<file path="src/hw/rtl/smam_pkg.sv">
package smam_pkg;

    localparam int LIST_DEPTH = 16;
    localparam int INDEX_BITS = 8;
    localparam int VALUE_BITS = 32;

    localparam int CNT_BITS = $clog2(LIST_DEPTH + 1);
    localparam int PTR_BITS = (LIST_DEPTH > 1) ? $clog2(LIST_DEPTH) : 1;

    localparam int OP_BITS        = 2;
    localparam int STATUS_BITS    = 2;
    localparam int DIM_BITS       = 9;
    localparam int CFG_INDEX_BITS = 2;

    typedef struct packed {
        logic [INDEX_BITS-1:0] row;
        logic [INDEX_BITS-1:0] col;
        logic [VALUE_BITS-1:0] value;
    } entry_t;

    localparam int ENTRY_BITS = $bits(entry_t);

    typedef enum logic [OP_BITS-1:0] {
        OP_LOAD_A = 2'd0,
        OP_LOAD_B = 2'd1,
        OP_RUN    = 2'd2
    } op_t;

    typedef enum logic [STATUS_BITS-1:0] {
        STATUS_VALID    = 2'd0,
        STATUS_EMPTY    = 2'd1,
        STATUS_MISMATCH = 2'd2
    } status_t;

    localparam logic [CFG_INDEX_BITS-1:0] REG_ROWS_A = 2'd0;
    localparam logic [CFG_INDEX_BITS-1:0] REG_COLS_A = 2'd1;
    localparam logic [CFG_INDEX_BITS-1:0] REG_ROWS_B = 2'd2;
    localparam logic [CFG_INDEX_BITS-1:0] REG_COLS_B = 2'd3;

    typedef enum logic [1:0] {
        ST_IDLE,
        ST_START,
        ST_READ,
        ST_COMP
    } state_t;

    // Which list heads the shared unit consumes this step
    typedef struct packed {
        logic take_a;
        logic take_b;
    } merge_sel_t;

endpackage

</file>
<file path="src/hw/rtl/smam_in_if.sv">
interface smam_in_if;
    import smam_pkg::*;

    logic                  valid;
    logic                  ready;
    logic [OP_BITS-1:0]    op;
    logic [INDEX_BITS-1:0] row;
    logic [INDEX_BITS-1:0] col;
    logic [VALUE_BITS-1:0] value;

    modport source (output valid, op, row, col, value, input ready);
    modport sink   (input valid, op, row, col, value, output ready);
endinterface

</file>
<file path="src/hw/rtl/smam_out_if.sv">
interface smam_out_if;
    import smam_pkg::*;

    logic                   valid;
    logic                   ready;
    logic [INDEX_BITS-1:0]  out_row;
    logic [INDEX_BITS-1:0]  out_col;
    logic [VALUE_BITS-1:0]  out_value;
    logic [STATUS_BITS-1:0] status;
    logic                   last;

    modport source (output valid, out_row, out_col, out_value, status, last, input ready);
    modport sink   (input valid, out_row, out_col, out_value, status, last, output ready);
endinterface

</file>
<file path="src/hw/rtl/smam_cfg_if.sv">
interface smam_cfg_if;
    import smam_pkg::*;

    logic                      valid;
    logic                      ready;
    logic [CFG_INDEX_BITS-1:0] index;
    logic [DIM_BITS-1:0]       data;

    modport source (output valid, index, data, input ready);
    modport sink   (input valid, index, data, output ready);
endinterface

</file>
<file path="src/hw/rtl/smam_ram.sv">
module smam_ram #(
    parameter int WIDTH = 8,
    parameter int DEPTH = 16
) (
    input  logic                                       clk,
    input  logic                                       we,
    input  logic [((DEPTH > 1) ? $clog2(DEPTH) : 1)-1:0] waddr,
    input  logic [WIDTH-1:0]                           wdata,
    input  logic [((DEPTH > 1) ? $clog2(DEPTH) : 1)-1:0] raddr,
    output logic [WIDTH-1:0]                           rdata
);
    logic [WIDTH-1:0] mem [DEPTH];
    logic [WIDTH-1:0] rdata_reg;

    always_ff @(posedge clk)
    begin
        if (we)
        begin
            mem[waddr] <= wdata;
        end
        rdata_reg <= mem[raddr];
    end

    assign rdata = rdata_reg;
endmodule

</file>
<file path="src/hw/rtl/smam_merge_unit.sv">
module smam_merge_unit (
    input  smam_pkg::entry_t     head_a,
    input  smam_pkg::entry_t     head_b,
    input  logic                 has_a,
    input  logic                 has_b,
    output smam_pkg::merge_sel_t sel,
    output smam_pkg::entry_t     result
);
    import smam_pkg::*;

    logic [2*INDEX_BITS-1:0] key_a;
    logic [2*INDEX_BITS-1:0] key_b;
    logic                    a_first;
    logic                    b_first;

    assign key_a   = {head_a.row, head_a.col};
    assign key_b   = {head_b.row, head_b.col};
    assign a_first = key_a < key_b;
    assign b_first = key_b < key_a;

    always_comb
    begin
        sel    = '0;
        result = head_b;
        if (has_a && has_b)
        begin
            if (a_first)
            begin
                sel.take_a = 1'b1;
                result     = head_a;
            end
            else if (b_first)
            begin
                sel.take_b = 1'b1;
            end
            else
            begin
                // equal coordinates: add, wrapping
                sel.take_a   = 1'b1;
                sel.take_b   = 1'b1;
                result.value = head_a.value + head_b.value;
            end
        end
        else if (has_a)
        begin
            sel.take_a = 1'b1;
            result     = head_a;
        end
        else if (has_b)
        begin
            sel.take_b = 1'b1;
        end
    end
endmodule

</file>
<file path="src/hw/rtl/sparse_matrix_add_merge.sv">
// Sparse matrix adder over two coordinate lists of up to LIST_DEPTH entries each,
// loaded in row-then-column order. A load request (op 0 or 1) appends to list A
// or B; loads into a full list are dropped. A run request (op 2) first checks the
// dimensions; a mismatch or two empty lists give one status result. Otherwise each
// merged result passes through the registered read of both list memories and then
// the shared compare/add unit, and waits there while the output is stalled. The
// input is not ready while a run is in progress. Both lists are empty after a run.
module sparse_matrix_add_merge (
    input  logic       clk,
    input  logic       rst_n,
    smam_in_if.sink    in,
    smam_out_if.source out,
    smam_cfg_if.sink   cfg
);
    import smam_pkg::*;

    state_t state_reg, state_next;

    logic [CNT_BITS-1:0] cnt_a_reg, cnt_a_next;
    logic [CNT_BITS-1:0] cnt_b_reg, cnt_b_next;
    logic [CNT_BITS-1:0] i_reg, i_next;
    logic [CNT_BITS-1:0] j_reg, j_next;

    logic [DIM_BITS-1:0] rows_a_reg, cols_a_reg, rows_b_reg, cols_b_reg;

    logic                   out_valid_reg, out_valid_next;
    logic [INDEX_BITS-1:0]  out_row_reg, out_row_next;
    logic [INDEX_BITS-1:0]  out_col_reg, out_col_next;
    logic [VALUE_BITS-1:0]  out_value_reg, out_value_next;
    logic [STATUS_BITS-1:0] status_reg, status_next;
    logic                   last_reg, last_next;

    logic       we_a, we_b;
    entry_t     load_entry;
    entry_t     head_a, head_b;
    logic       has_a, has_b;
    merge_sel_t sel;
    entry_t     merged;
    logic       out_free;
    logic       dim_mismatch;
    logic       no_entries;
    logic       done;

    assign load_entry.row   = in.row;
    assign load_entry.col   = in.col;
    assign load_entry.value = in.value;

    smam_ram #(.WIDTH(ENTRY_BITS), .DEPTH(LIST_DEPTH)) u_ram_a (
        .clk   (clk),
        .we    (we_a),
        .waddr (cnt_a_reg[PTR_BITS-1:0]),
        .wdata (load_entry),
        .raddr (i_reg[PTR_BITS-1:0]),
        .rdata (head_a)
    );

    smam_ram #(.WIDTH(ENTRY_BITS), .DEPTH(LIST_DEPTH)) u_ram_b (
        .clk   (clk),
        .we    (we_b),
        .waddr (cnt_b_reg[PTR_BITS-1:0]),
        .wdata (load_entry),
        .raddr (j_reg[PTR_BITS-1:0]),
        .rdata (head_b)
    );

    assign has_a = i_reg < cnt_a_reg;
    assign has_b = j_reg < cnt_b_reg;

    smam_merge_unit u_merge (
        .head_a (head_a),
        .head_b (head_b),
        .has_a  (has_a),
        .has_b  (has_b),
        .sel    (sel),
        .result (merged)
    );

    assign dim_mismatch = (rows_a_reg != rows_b_reg) || (cols_a_reg != cols_b_reg);
    assign no_entries   = (cnt_a_reg == '0) && (cnt_b_reg == '0);
    assign out_free     = !out_valid_reg || out.ready;

    assign in.ready  = (state_reg == ST_IDLE);
    assign cfg.ready = 1'b1;

    assign out.valid     = out_valid_reg;
    assign out.out_row   = out_row_reg;
    assign out.out_col   = out_col_reg;
    assign out.out_value = out_value_reg;
    assign out.status    = status_reg;
    assign out.last      = last_reg;

    always_ff @(posedge clk or negedge rst_n)
    begin
        if (!rst_n)
        begin
            rows_a_reg <= DIM_BITS'(1);
            cols_a_reg <= DIM_BITS'(1);
            rows_b_reg <= DIM_BITS'(1);
            cols_b_reg <= DIM_BITS'(1);
        end
        else if (cfg.valid)
        begin
            unique case (cfg.index)
                REG_ROWS_A: rows_a_reg <= cfg.data;
                REG_COLS_A: cols_a_reg <= cfg.data;
                REG_ROWS_B: rows_b_reg <= cfg.data;
                REG_COLS_B: cols_b_reg <= cfg.data;
                default:    ;
            endcase
        end
    end

    always_ff @(posedge clk or negedge rst_n)
    begin
        if (!rst_n)
        begin
            state_reg     <= ST_IDLE;
            cnt_a_reg     <= '0;
            cnt_b_reg     <= '0;
            i_reg         <= '0;
            j_reg         <= '0;
            out_valid_reg <= 1'b0;
        end
        else
        begin
            state_reg     <= state_next;
            cnt_a_reg     <= cnt_a_next;
            cnt_b_reg     <= cnt_b_next;
            i_reg         <= i_next;
            j_reg         <= j_next;
            out_valid_reg <= out_valid_next;
        end
    end

    always_ff @(posedge clk)
    begin
        out_row_reg   <= out_row_next;
        out_col_reg   <= out_col_next;
        out_value_reg <= out_value_next;
        status_reg    <= status_next;
        last_reg      <= last_next;
    end

    always_comb
    begin
        state_next     = state_reg;
        cnt_a_next     = cnt_a_reg;
        cnt_b_next     = cnt_b_reg;
        i_next         = i_reg;
        j_next         = j_reg;
        out_valid_next = out_valid_reg && !out.ready;
        out_row_next   = out_row_reg;
        out_col_next   = out_col_reg;
        out_value_next = out_value_reg;
        status_next    = status_reg;
        last_next      = last_reg;
        we_a           = 1'b0;
        we_b           = 1'b0;
        done           = (i_reg + CNT_BITS'(sel.take_a) >= cnt_a_reg)
                      && (j_reg + CNT_BITS'(sel.take_b) >= cnt_b_reg);

        unique case (state_reg)
            ST_IDLE:
            begin
                if (in.valid)
                begin
                    case (in.op)
                        OP_LOAD_A:
                        begin
                            // drop the request when the list is full
                            if (cnt_a_reg < CNT_BITS'(LIST_DEPTH))
                            begin
                                we_a       = 1'b1;
                                cnt_a_next = cnt_a_reg + 1'b1;
                            end
                        end
                        OP_LOAD_B:
                        begin
                            if (cnt_b_reg < CNT_BITS'(LIST_DEPTH))
                            begin
                                we_b       = 1'b1;
                                cnt_b_next = cnt_b_reg + 1'b1;
                            end
                        end
                        OP_RUN:  state_next = ST_START;
                        default: ;
                    endcase
                end
            end
            ST_START:
            begin
                if (dim_mismatch || no_entries)
                begin
                    if (out_free)
                    begin
                        out_valid_next = 1'b1;
                        out_row_next   = '0;
                        out_col_next   = '0;
                        out_value_next = '0;
                        status_next    = dim_mismatch ? STATUS_MISMATCH : STATUS_EMPTY;
                        last_next      = 1'b1;
                        cnt_a_next     = '0;
                        cnt_b_next     = '0;
                        state_next     = ST_IDLE;
                    end
                end
                else
                begin
                    i_next     = '0;
                    j_next     = '0;
                    state_next = ST_READ;
                end
            end
            ST_READ:
            begin
                // wait for the registered read of both list heads
                state_next = ST_COMP;
            end
            ST_COMP:
            begin
                if (out_free)
                begin
                    out_valid_next = 1'b1;
                    out_row_next   = merged.row;
                    out_col_next   = merged.col;
                    out_value_next = merged.value;
                    status_next    = STATUS_VALID;
                    last_next      = done;
                    i_next         = i_reg + CNT_BITS'(sel.take_a);
                    j_next         = j_reg + CNT_BITS'(sel.take_b);
                    if (done)
                    begin
                        cnt_a_next = '0;
                        cnt_b_next = '0;
                        state_next = ST_IDLE;
                    end
                    else
                    begin
                        state_next = ST_READ;
                    end
                end
            end
            default: state_next = ST_IDLE;
        endcase
    end

    assert property (@(posedge clk) disable iff (!rst_n)
        (in.valid && in.ready && in.op == OP_LOAD_A && cnt_a_reg < CNT_BITS'(LIST_DEPTH))
        |=> (cnt_a_reg == $past(cnt_a_reg) + 1'b1))
        else $error("list A count did not advance on an accepted load");

    assert property (@(posedge clk) disable iff (!rst_n)
        (state_reg == ST_COMP) |-> (has_a || has_b))
        else $error("merge step with both lists exhausted");

    assert property (@(posedge clk) disable iff (!rst_n)
        (state_reg == ST_READ || state_reg == ST_COMP)
        |-> (i_reg <= cnt_a_reg && j_reg <= cnt_b_reg))
        else $error("merge pointer ran past its list");

endmodule

</file>
<file path="src/flat_wrapper.sv">
// flat-port wrapper written by rule: the top's interface ports become plain ports
module sparse_matrix_add_merge_flat import smam_pkg::*;
  (clk, rst_n, in_valid, in_op, in_row, in_col, in_value, in_ready, out_valid, out_out_row, out_out_col, out_out_value, out_status, out_last, out_ready, cfg_valid, cfg_index, cfg_data, cfg_ready);
  smam_in_if in_i ();
  smam_out_if out_i ();
  smam_cfg_if cfg_i ();
  input  logic clk;
  input  logic rst_n;
  input wire logic [$bits(in_i.valid)-1:0] in_valid;
  input wire logic [$bits(in_i.op)-1:0] in_op;
  input wire logic [$bits(in_i.row)-1:0] in_row;
  input wire logic [$bits(in_i.col)-1:0] in_col;
  input wire logic [$bits(in_i.value)-1:0] in_value;
  output wire logic [$bits(in_i.ready)-1:0] in_ready;
  output wire logic [$bits(out_i.valid)-1:0] out_valid;
  output wire logic [$bits(out_i.out_row)-1:0] out_out_row;
  output wire logic [$bits(out_i.out_col)-1:0] out_out_col;
  output wire logic [$bits(out_i.out_value)-1:0] out_out_value;
  output wire logic [$bits(out_i.status)-1:0] out_status;
  output wire logic [$bits(out_i.last)-1:0] out_last;
  input wire logic [$bits(out_i.ready)-1:0] out_ready;
  input wire logic [$bits(cfg_i.valid)-1:0] cfg_valid;
  input wire logic [$bits(cfg_i.index)-1:0] cfg_index;
  input wire logic [$bits(cfg_i.data)-1:0] cfg_data;
  output wire logic [$bits(cfg_i.ready)-1:0] cfg_ready;
  assign in_i.valid = in_valid;
  assign in_i.op = in_op;
  assign in_i.row = in_row;
  assign in_i.col = in_col;
  assign in_i.value = in_value;
  assign in_ready = in_i.ready;
  assign out_valid = out_i.valid;
  assign out_out_row = out_i.out_row;
  assign out_out_col = out_i.out_col;
  assign out_out_value = out_i.out_value;
  assign out_status = out_i.status;
  assign out_last = out_i.last;
  assign out_i.ready = out_ready;
  assign cfg_i.valid = cfg_valid;
  assign cfg_i.index = cfg_index;
  assign cfg_i.data = cfg_data;
  assign cfg_ready = cfg_i.ready;
  sparse_matrix_add_merge u_core (.clk(clk), .rst_n(rst_n), .in(in_i), .out(out_i), .cfg(cfg_i));
endmodule
</file>
<file path="config.mk">
export PLATFORM = sky130hd
export DESIGN_NAME = sparse_matrix_add_merge_flat
export DESIGN_NICKNAME = d
export VERILOG_FILES = /design/src/hw/rtl/smam_pkg.sv /design/src/hw/rtl/smam_in_if.sv /design/src/hw/rtl/smam_out_if.sv /design/src/hw/rtl/smam_cfg_if.sv /design/src/hw/rtl/smam_ram.sv /design/src/hw/rtl/smam_merge_unit.sv /design/src/hw/rtl/sparse_matrix_add_merge.sv /design/src/flat_wrapper.sv
export SDC_FILE = /design/constraint.sdc
export NUM_CORES = 2
export LEC_CHECK = 0
export BUFFER_PORTS_ARGS = -buffer_cell sky130_fd_sc_hd__buf_4
export CAP_MARGIN = 30
export CORE_ASPECT_RATIO = 0.75
export CORE_UTILIZATION = 50
export CTS_CLUSTER_DIAMETER = 200
export CTS_CLUSTER_SIZE = 16
export DETAILED_ROUTE_END_ITERATION = 8
export PLACE_DENSITY = 0.66
export RECOVER_POWER = 100
export SLEW_MARGIN = 20
export SYNTH_ARGS = -nofsm -noshare
export SYNTH_HDL_FRONTEND = slang
export SYNTH_HIERARCHICAL = 1
export SYNTH_SLANG_ARGS = --single-unit
</file>
<file path="constraint.sdc">
create_clock -name clk -period 7 [get_ports clk]
set_input_delay 1.4 -clock clk [delete_from_list [all_inputs] [get_ports clk]]
set_output_delay 1.4 -clock clk [all_outputs]
set_load 0.01 [all_outputs]
</file>
==> run summary <==
Gp weighted congestion - 0.8990
Fin. Hold Viols - 0
Via-to-Cell Ratio - 6.294
I/O pin count - 120
Top FF cell, synth - edfxtp_1
Pre-CTS setup slack - 1.864 ns
DP Wirelength - 96,770 um
Global-route wire length before repair - 237,700 um
Final hold slack - 0.5307 ns
Post-route cell area - 0.07393 mm2
Worst setup path category - register to register
Clock insertion delay at the later pin of the skew report - 0.77 ns
Failing checks - capacitance limit, slew limit
Top flop regs - u_core/u_ram_a/mem: 768 flops, u_core/u_ram_b/mem: 768 flops
CP Data Required Time - 7.36 ns
Rows - 116
Largest net degree at the start of global routing - 88
Number of detailed-routing iterations run before antenna repair - 6
Die span in y - 320.9 um
Avg WL per Cell - 30.51 um
Total CTS buffers - 118
Worst Path Max Fanout - 72
Vias - 34,040
Cts hold-fix bufs - 0
Clock Skew - 0.03906 ns
Layout cells sized above 1 - 0.1851
Worst min path class - register to register
Post-synth top area cell - edfxtp_1
Die width - 427.2 um
Total wire length - 165,000 um
Total leakage power - 23.19 nW
Mapped Area - 0.06781 mm2
CTS clk-pin slew, worst paths - 0.08 ns
Synth unique cells - 87
Number of DRC markers after the initial detailed-route iteration - 4,179
Overall Global Routing Usage - 0.2424
Status - complete, but fails checks
Min Clock Period, post-route - 6.003 ns
Power Density - 351.9 mW/mm2
Worst slew pin tran - 3.358 ns
Final Util - 0.5519
Number of global-route vias before repair - 33,300
RSZ-0062 raised after global routing - false
Period utilisation layout - 0.8575
CTS max path bufs - 3
Post-CTS Setup Bufs - 0
Number of synthesized register bits - 1,742
Max H-tree Level - 3
Arr. time, crit path - 6.36 ns
Area grow syn2layout - 9.029%
Final worst setup slack - 0.9975 ns
Area after DPL - 0.07129 mm2
Core Region - 0.1340 mm2
Async SR Flop Fraction - 0.03387
Initial Utilization - 0.5062
Ys Warns - 6
Residual DRC count - 0
Post-Layout Cell Count - 5,408
Mean Syn Cell Area - 20.11 um2
Max IR drop VDD - 0.2490 mV
Crit end category - register
Worst Setup Start Kind - register
Die ar. - 0.1371 mm2
Initial antenna violation count - 9
Post-route ant nets - 0
Total power - 26.01 mW
GRT overflow - 0
Max-Cap Viols - 27
EDFF count, synth - 1,587
CTS tree - yes
Max Slew Vio Count - 734
Final setup vio count - 0
Fmax - 166.6 MHz
CTS Sinks - 1,742
Final setup TNS - 0 ns
Synth Net Count - 3,511
Final #Nets - 3,680
Synth area leaders - edfxtp_1 (70%), mux4_2 (13%), dfxtp_1 (2.8%)
Post-synth top area share - 0.7028
Slew margin rel. - -1.238
Clock tree root buffer cell - clkbuf_16
Register area share after synthesis - 0.7530
IO buf count - 118
Post-CTS Resized - 0
# placed instances - 5,186
Synth Instances - 3,371
## cell usage in the layout, fill, tap and decap left out, types with 13 or more instances in the layout
| master | n |
|---|---|
| a21o_1 | 20 |
| a21oi_1 | 57 |
| a22oi_1 | 202 |
| and3_1 | 57 |
| buf_4 | 51 |
| clkbuf_1 | 225 |
| clkbuf_16 | 119 |
| clkbuf_2 | 16 |
| dfrtp_1 | 50 |
| dfxtp_1 | 96 |
| edfxtp_1 | 1587 |
| ha_1 | 73 |
| inv_1 | 55 |
| mux2_2 | 38 |
| mux4_2 | 384 |
| nand2_1 | 162 |
| nand3_1 | 24 |
| nand4_1 | 15 |
| nor2_1 | 42 |
| nor2_4 | 13 |
| nor3_1 | 17 |
| o21ai_0 | 41 |
| o21ai_1 | 14 |
| o22ai_1 | 23 |
| xnor2_1 | 34 |
| xor2_1 | 14 |
## worst max-delay path, cell delays in order, from the launching register on
cell and delay, ns:
dfrtp_2 0.39, clkbuf_1 1.24, nor2_1 0.93, and3_1 0.28
nand2_1 0.12, inv_1 0.15, or3b_2 0.55, nor2_1 0.78
clkbuf_1 1.12
## path summary, 6_finish.rpt
check | start | endpoint | slack [ns] | cells past startpoint
worst max register to register | u_core/state_reg[0] | u_core/u_ram_a/mem[1][34] | 1.0 | 8
worst max-delay path | u_core/state_reg[0] | u_core/u_ram_a/mem[1][34] | 1.0 | 8
max in group asynchronous | rst_n | u_core/j_reg[1] | 2.93 | 1
worst min register to register | u_core/rows_a_reg[7] | u_core/rows_a_reg[7] | 0.53 | 1
min in group asynchronous | rst_n | u_core/rows_b_reg[3] | 1.75 | 1
worst min-delay path | u_core/rows_a_reg[7] | u_core/rows_a_reg[7] | 0.53 | 1
## cell usage after synthesis, types with 19 or more instances
cell type,instances
mux2_2,39
nor2_1,53
nand2_1,161
a21oi_1,57
a22oi_1,202
xnor2_1,34
mux4_2,384
o21ai_0,35
inv_1,55
nor3_1,19
nand3_1,24
a21o_1,20
buf_1,33
o21ai_1,20
o22ai_1,23
clkbuf_1,76
buf_4,38
edfxtp_1,1587
dfrtp_1,55
dfxtp_1,96
and3_1,58
ha_1,73
## final cells by class
| cell class | instances | area (um2) |
|---|---|---|
| antenna | 2 | 5.005 |
| multi-input combinational | 1410 | 15850 |
| clock buffer | 209 | 3316 |
| inverter | 58 | 217.7 |
| clock inverter | 7 | 93.84 |
| timing repair buffer | 210 | 1160 |
| tap | 1770 | 2215 |
| sequential | 1742 | 51070 |
| fill | 10150 | 60030 |
## cell families after synthesis
logic type	Yosys count	synth area share
and+or+nand+nor	397	0.02910
xor gates and xnor gates	48	0.006200
buffers and inverters	219	0.01458
DFF	1742	0.7530
muxes	439	0.1367
other	1	0.00005530
adders and majority gates	74	0.01377
AOI/OAI and AO/OA	451	0.04656
## per-layer routing
metal  track usage  share of wire
met5             0       0.000079
met4       0.06024          0.023
met3       0.04359          0.088
met2        0.3554           0.45
met1        0.3777           0.44
## power breakdown
group          switching, mW  leakage [nW]  total [mW]  internal [mW]
Clock                   3.38          1.62        6.58           3.20
Sequential             0.525          15.8        12.5           12.0
Combinational           4.04          5.75        6.92           2.88
Total                   7.94          23.2        26.0           18.1
(Power assumes the default switching activity.)
